==> src/rtl/bpp_pkg.sv <==
// shared types and constants for the boris particle push block
package bpp_pkg;

   // time step after reset, about 0.1 in unsigned q15.16
   localparam logic [30:0] TimeStepReset = 31'd6554;

   // rotation divider: numerator, divisor and quotient widths
   localparam int NumW = 51;
   localparam int DenW = 50;
   localparam int QuoW = 18;

   typedef struct packed {
      logic signed [31:0] pos_x;
      logic signed [31:0] pos_y;
      logic signed [31:0] pos_z;
      logic signed [31:0] vel_x;
      logic signed [31:0] vel_y;
      logic signed [31:0] vel_z;
      logic signed [31:0] efield_x;
      logic signed [31:0] efield_y;
      logic signed [31:0] efield_z;
      logic signed [31:0] bfield_x;
      logic signed [31:0] bfield_y;
      logic signed [31:0] bfield_z;
   } bpp_req_type;

   typedef struct packed {
      logic signed [31:0] new_pos_x;
      logic signed [31:0] new_pos_y;
      logic signed [31:0] new_pos_z;
      logic signed [31:0] new_vel_x;
      logic signed [31:0] new_vel_y;
      logic signed [31:0] new_vel_z;
   } bpp_rsp_type;

endpackage

==> src/rtl/bpp_div.sv <==
// pipelined restoring divider, one quotient bit per stage
module bpp_div import bpp_pkg::*; (
   input  logic            clock,
   input  logic [NumW-1:0] num,
   input  logic [DenW-1:0] den,
   output logic [QuoW-1:0] quo
);

   typedef struct packed {
      logic [NumW-1:0] rem;
      logic [DenW-1:0] den;
      logic [QuoW-1:0] quo;
   } div_stage_type;

   div_stage_type stage_ff [QuoW];
   div_stage_type stage_in [QuoW];
   div_stage_type first;

   function automatic div_stage_type div_step(div_stage_type s, int unsigned bitpos);
      div_stage_type r;
      logic [NumW-1:0] shifted;
      r = s;
      shifted = s.rem >> bitpos;
      if (shifted >= NumW'(s.den)) begin
         r.rem = s.rem - (NumW'(s.den) << bitpos);
         r.quo = s.quo | (QuoW'(1) << bitpos);
      end
      return r;
   endfunction

   assign first = '{rem: num, den: den, quo: '0};

   always_comb begin
      stage_in[0] = div_step(first, QuoW - 1);
      for (int i = 1; i < QuoW; i++) begin
         stage_in[i] = div_step(stage_ff[i-1], QuoW - 1 - i);
      end
   end

   always_ff @(posedge clock) begin
      for (int i = 0; i < QuoW; i++) begin
         stage_ff[i] <= stage_in[i];
      end
   end

   assign quo = stage_ff[QuoW-1].quo;

endmodule

==> config.mk <==
export PLATFORM = sky130hd
export DESIGN_NAME = bpp_div
export DESIGN_NICKNAME = d
export VERILOG_FILES = /design/src/rtl/bpp_pkg.sv /design/src/rtl/bpp_div.sv
export SDC_FILE = /design/constraint.sdc
export NUM_CORES = 2
export LEC_CHECK = 0
export BUFFER_PORTS_ARGS = -buffer_cell sky130_fd_sc_hd__buf_2
export CORE_MARGIN = 1
export CORE_UTILIZATION = 40
export DETAILED_ROUTE_END_ITERATION = 10
export PLACE_DENSITY = 0.54
export REMOVE_ABC_BUFFERS = 1
export SYNTH_ARGS = -nofsm -noshare
export SYNTH_HDL_FRONTEND = slang
export SYNTH_SLANG_ARGS = --single-unit
export TNS_END_PERCENT = 30
==> constraint.sdc <==
create_clock -name clock -period 5 [get_ports clock]
set_input_delay 0.5 -clock clock [delete_from_list [all_inputs] [get_ports clock]]
set_output_delay 0.5 -clock clock [all_outputs]
set_load 0.02 [all_outputs]
Word level (Yosys, flattened, before mapping)

Memory sizes are Yosys's and may differ from the RTL's.
Index checks and enable logic that the tools add are counted.

Add/sub/neg operators: 18
Magnitude comparators: 18
Mux-type cells: 36

Operators by type and width:

| kind                                         | number |
|---|---|
| 2-to-1 mux 51 bit                            | 18 |
| subtractor 51 bit                            | 17 |
| greater-or-equal comparator 51 x 50 -> 1 bit | 1 |
| subtractor 51 x 50 -> 51 bit                 | 1 |
| greater-or-equal comparator 34 x 50 -> 1 bit | 1 |
| greater-or-equal comparator 35 x 50 -> 1 bit | 1 |
| greater-or-equal comparator 36 x 50 -> 1 bit | 1 |
| greater-or-equal comparator 37 x 50 -> 1 bit | 1 |
| greater-or-equal comparator 38 x 50 -> 1 bit | 1 |
| greater-or-equal comparator 39 x 50 -> 1 bit | 1 |
| greater-or-equal comparator 40 x 50 -> 1 bit | 1 |
| greater-or-equal comparator 41 x 50 -> 1 bit | 1 |
| greater-or-equal comparator 42 x 50 -> 1 bit | 1 |
| greater-or-equal comparator 43 x 50 -> 1 bit | 1 |
| greater-or-equal comparator 44 x 50 -> 1 bit | 1 |
| greater-or-equal comparator 45 x 50 -> 1 bit | 1 |
| greater-or-equal comparator 46 x 50 -> 1 bit | 1 |
| greater-or-equal comparator 47 x 50 -> 1 bit | 1 |
| greater-or-equal comparator 48 x 50 -> 1 bit | 1 |
| greater-or-equal comparator 49 x 50 -> 1 bit | 1 |
| greater-or-equal comparator 50 bit           | 1 |
| 2-to-1 mux 18 bit                            | 1 |
| 2-to-1 mux 17 bit                            | 1 |
| 2-to-1 mux 16 bit                            | 1 |
| 15 further kinds                             | 15 |

Register bits: 0
Bits in writable memories: 2,142
Output and inout port bits: 18
Word-level logic and storage cells: 73
Memories: 1

Memory list:

| name     | depth | bits a word | rd ports | clocked after Yosys merged registers in | write ports | line          | source |
|---|---|---|---|---|---|---|---|
| stage_ff | 18    | 119         | 18       | 0                                       | 18          | bpp_div.sv:15 | `div_stage_type stage_ff [QuoW];` |

Longest topological paths before layout

An unclocked memory read counts as a cell.

Word-level depth: 3
Gate-level depth with buffers: 18

Least setup slack after synthesis

Ideal clock, no wire load.

Path type: reg-to-reg
Start point: memory stage_ff[13][71] in the netlist's numbering
End point: memory stage_ff[14][112] in the netlist's numbering
Arrival: 4.012 ns
Required time: 4.879 ns
Path slack: 0.867 ns
Cell stages (with the launch flop): 19
Buffers on the path: 2
Clock period less this slack: 4.133 ns
Path through: dfxtp_1 > inv_1 > ha_1 > inv_1 > fa_1 > a211oi_2 > nor2_1 > o41a_1 > o211a_1 > a211oi_2 > o221ai_2 > o31a_1 > a41oi_2 > o21ai_1 > a21o_1 > a211oi_2 > buf_6 > buf_8 > mux2_2

RTL lines:

| what        | line |
|---|---|
| from (decl) | bpp_div.sv:15 |

==> impl_metrics.json <==
{
  "status": "finished clean",
  "largest_reg_flops": 1888,
  "yosysTopAreaCell": "dfxtp_1",
  "dieArea_sq_um": 217000,
  "design.core.area_sq_um": 214000,
  "post-place-ws_ns": 0.325,
  "setup_ws_ns": 0.302,
  "crit_type": "flip-flop to flip-flop",
  "drc": 0,
  "vias_per_cell": 5.06,
  "grt_pass1_vias": 66400,
  "ant_nets": 0,
  "synth_seq_cells": 1888,
  "dieWidth_microns": 466,
  "synth.top_cells.by_count": "dfxtp_1, inv_1, a21oi_1",
  "cellPowerDensity_nw_per_um2": 418,
  "grt_first_pass_wirelength_mm": 343,
  "syn_area_sq_um": 86200,
  "holdPathStages": 2,
  "maxCapViolCount": 0,
  "cts_max_path_buffers": 3,
  "ys_types": 81,
  "clkSinkCount": 1888,
  "rsz0062_at_grt": "no",
  "cp.arrival_ns": 5.41,
  "postSynthAreaPerCell_sq_um": 9.22,
  "path_clk_slew_ns": 0.06,
  "rrSetupSlack_ns": 0.30,
  "drive_above_1_share_pct": 9.60,
  "crit_fanout": 49,
  "grt_usage_pct": 19.8,
  "async_reset_ff_share_pct": 0,
  "cts_root_buf": "clkbuf_16",
  "hp-class": "input port to flip-flop",
  "ff2ff_path_depth": 17,
  "top_register": "stage_ff",
  "multiInputGateArea_sq_um": 43900,
  "place_inst": 12200,
  "ys.flop_type": "dfxtp_1",
  "clkLatencyLatePin_ns": 0.84,
  "final_util_pct": 46.0,
  "end_kind": "flip-flop",
  "place_hpwl_mm": 176,
  "fmax_mhz": 213,
  "period_minus_slack_ns": 4.70,
  "vias": 64000,
  "gr-total-overflow": 0,
  "stdcell_count": 12700,
  "final_nets": 10500,
  "hold_ws_ns": 0.296,
  "start_util_pct": 40.2,
  "worst_pin_slew_ns": 1.10,
  "startpoint_type": "flip-flop",
  "seq_area_sq_um": 37800,
  "postSynthCellCount": 9349,
  "routed_wl_mm": 219,
  "ir_drop_mv": 0.300,
  "setup_viol": 0,
  "io_buffers": 119,
  "cp.required_ns": 5.71,
  "drt_iter0_drc": 2347,
  "synthToLayoutAreaGrowth_pct": 14.5,
  "die_height_microns": 466,
  "gp_congestion": 0.912,
  "synth_edf_count": 0,
  "cts_resized": 0,
  "first_pass_iters": 5,
  "synth_top_area_share_pct": 43.8,
  "ctsHtreeMaxLevel": 4,
  "grt_max_degree": 81,
  "seq_area_frac_synth_pct": 43.8,
  "hold_violations": 0,
  "power.leakage_nw": 46.1,
  "fillCellCount": 20400,
  "period_share_pct": 94.0,
  "synth.most_common_cell": "dfxtp_1",
  "reg_top3": "stage_ff (1888)",
  "slew_headroom_pct": 26.3,
  "slew_violations": 0,
  "synth.top_cells.by_area": "dfxtp_1, ha_1, a21oi_1",
  "ys_warn_count": 0,
  "wl_per_cell_microns": 17.3,
  "cts_tree": "yes",
  "numCtsBuffers": 206,
  "num_rows": 170,
  "ios": 120,
  "antenna_found_initial": 2,
  "fin_skew_ns": 0.0254
}
worst max-delay path: stages (launching register included):
cell	delay, ns
dfxtp_1	0.29
inv_1	0.07
ha_1	0.17
inv_1	0.06
fa_1	0.43
a211oi_2	0.23
nor2_1	0.10
o41a_1	0.37
o211a_1	0.31
a211oi_2	0.34
o221ai_2	0.17
o31a_1	0.37
a41oi_2	0.31
o21ai_1	0.11
a21o_1	0.23
a211oi_4	0.29
buf_12	0.28
mux2_2	0.38
power by group:
part           switching (W)  internal (W)
Clock                0.00617       0.00931
Sequential          0.000645        0.0162
Combinational        0.00512       0.00380
final timing paths:
| check | start | endpoint |
|---|---|---|
| hold / removal | num[15] | stage_ff[0][83]$_DFF_P_ |
| setup / recovery | stage_ff[13][71]$_DFF_P_ | stage_ff[14][78]$_DFF_P_ |
| setup reg to reg | stage_ff[13][71]$_DFF_P_ | stage_ff[14][78]$_DFF_P_ |
| hold reg to reg | stage_ff[9][17]$_DFF_P_ | stage_ff[10][17]$_DFF_P_ |
kinds of logic (layout without fill, tap and decap cells):
group	count (synthesis)	after routing	share of synthesized area (%)
other cells	0	19	0
fa+ha+maj	781	781	11.5
buf+inv	1239	1690	5.46
simple gates	1952	1952	10.7
compound gates	2539	2539	18.1
xor+xnor	649	649	6.59
flops	1888	1888	43.8
mux	301	301	3.91
layer usage:
metal / routed length [microns] / global-route usage, % / vias to the layer above
met5: 0 / 0 / -
met4: 16400 / 14.4 / 0
met3: 5610 / 2.40 / 604
met2: 116000 / 38.9 / 1176
met1: 80700 / 18.7 / 29300
li1: - / - / 32900
metrics by stage:
step | setup TNS (ns) | area, sq um | total power [W]
after floorplan | -172.01 | 85200 | 0.0235
after global placement | 0 | 90600 | 0.0260
after detailed placement | 0 | 90600 | 0.0260
after CTS | 0 | 98700 | 0.0418
after global routing | 0 | 98700 | 0.0436
final | 0 | 98700 | 0.0413
placed cells by master (no fill, tap or decap), types with 65 or more instances in the layout:
cell type and n:
a21o_1 401, o21a_1 65, a21oi_1 772, buf_2 119, buf_4 104, mux2_2 282, xnor2_1 385, nor2_1 382
inv_1 970, nor3_1 92, clkbuf_16 208, nand2_1 751, o21bai_1 118, dfxtp_1 1888, o21ai_0 715, nand3_1 143
dlygate4sd3_1 101, xor2_1 264, a31oi_1 66, nand2b_1 101, ha_1 764, nand4_1 157, nor2b_1 91
final cells by class:
cell class,count,share of cell area (%)
inverter,971,3.69
antenna,19,0.0482
clock inverter,92,1.17
multi-input combinational,6222,44.4
tap,2838,3.60
sequential,1888,38.3
clock buffer,285,6.00
timing repair buffer,342,2.78
repair_timing:
item                                   CTS  global route
endpoints found under the hold margin  101             0
hold buffers                           101             0
buffers inserted                         0             0
Power figures use the tool's default switching activity.
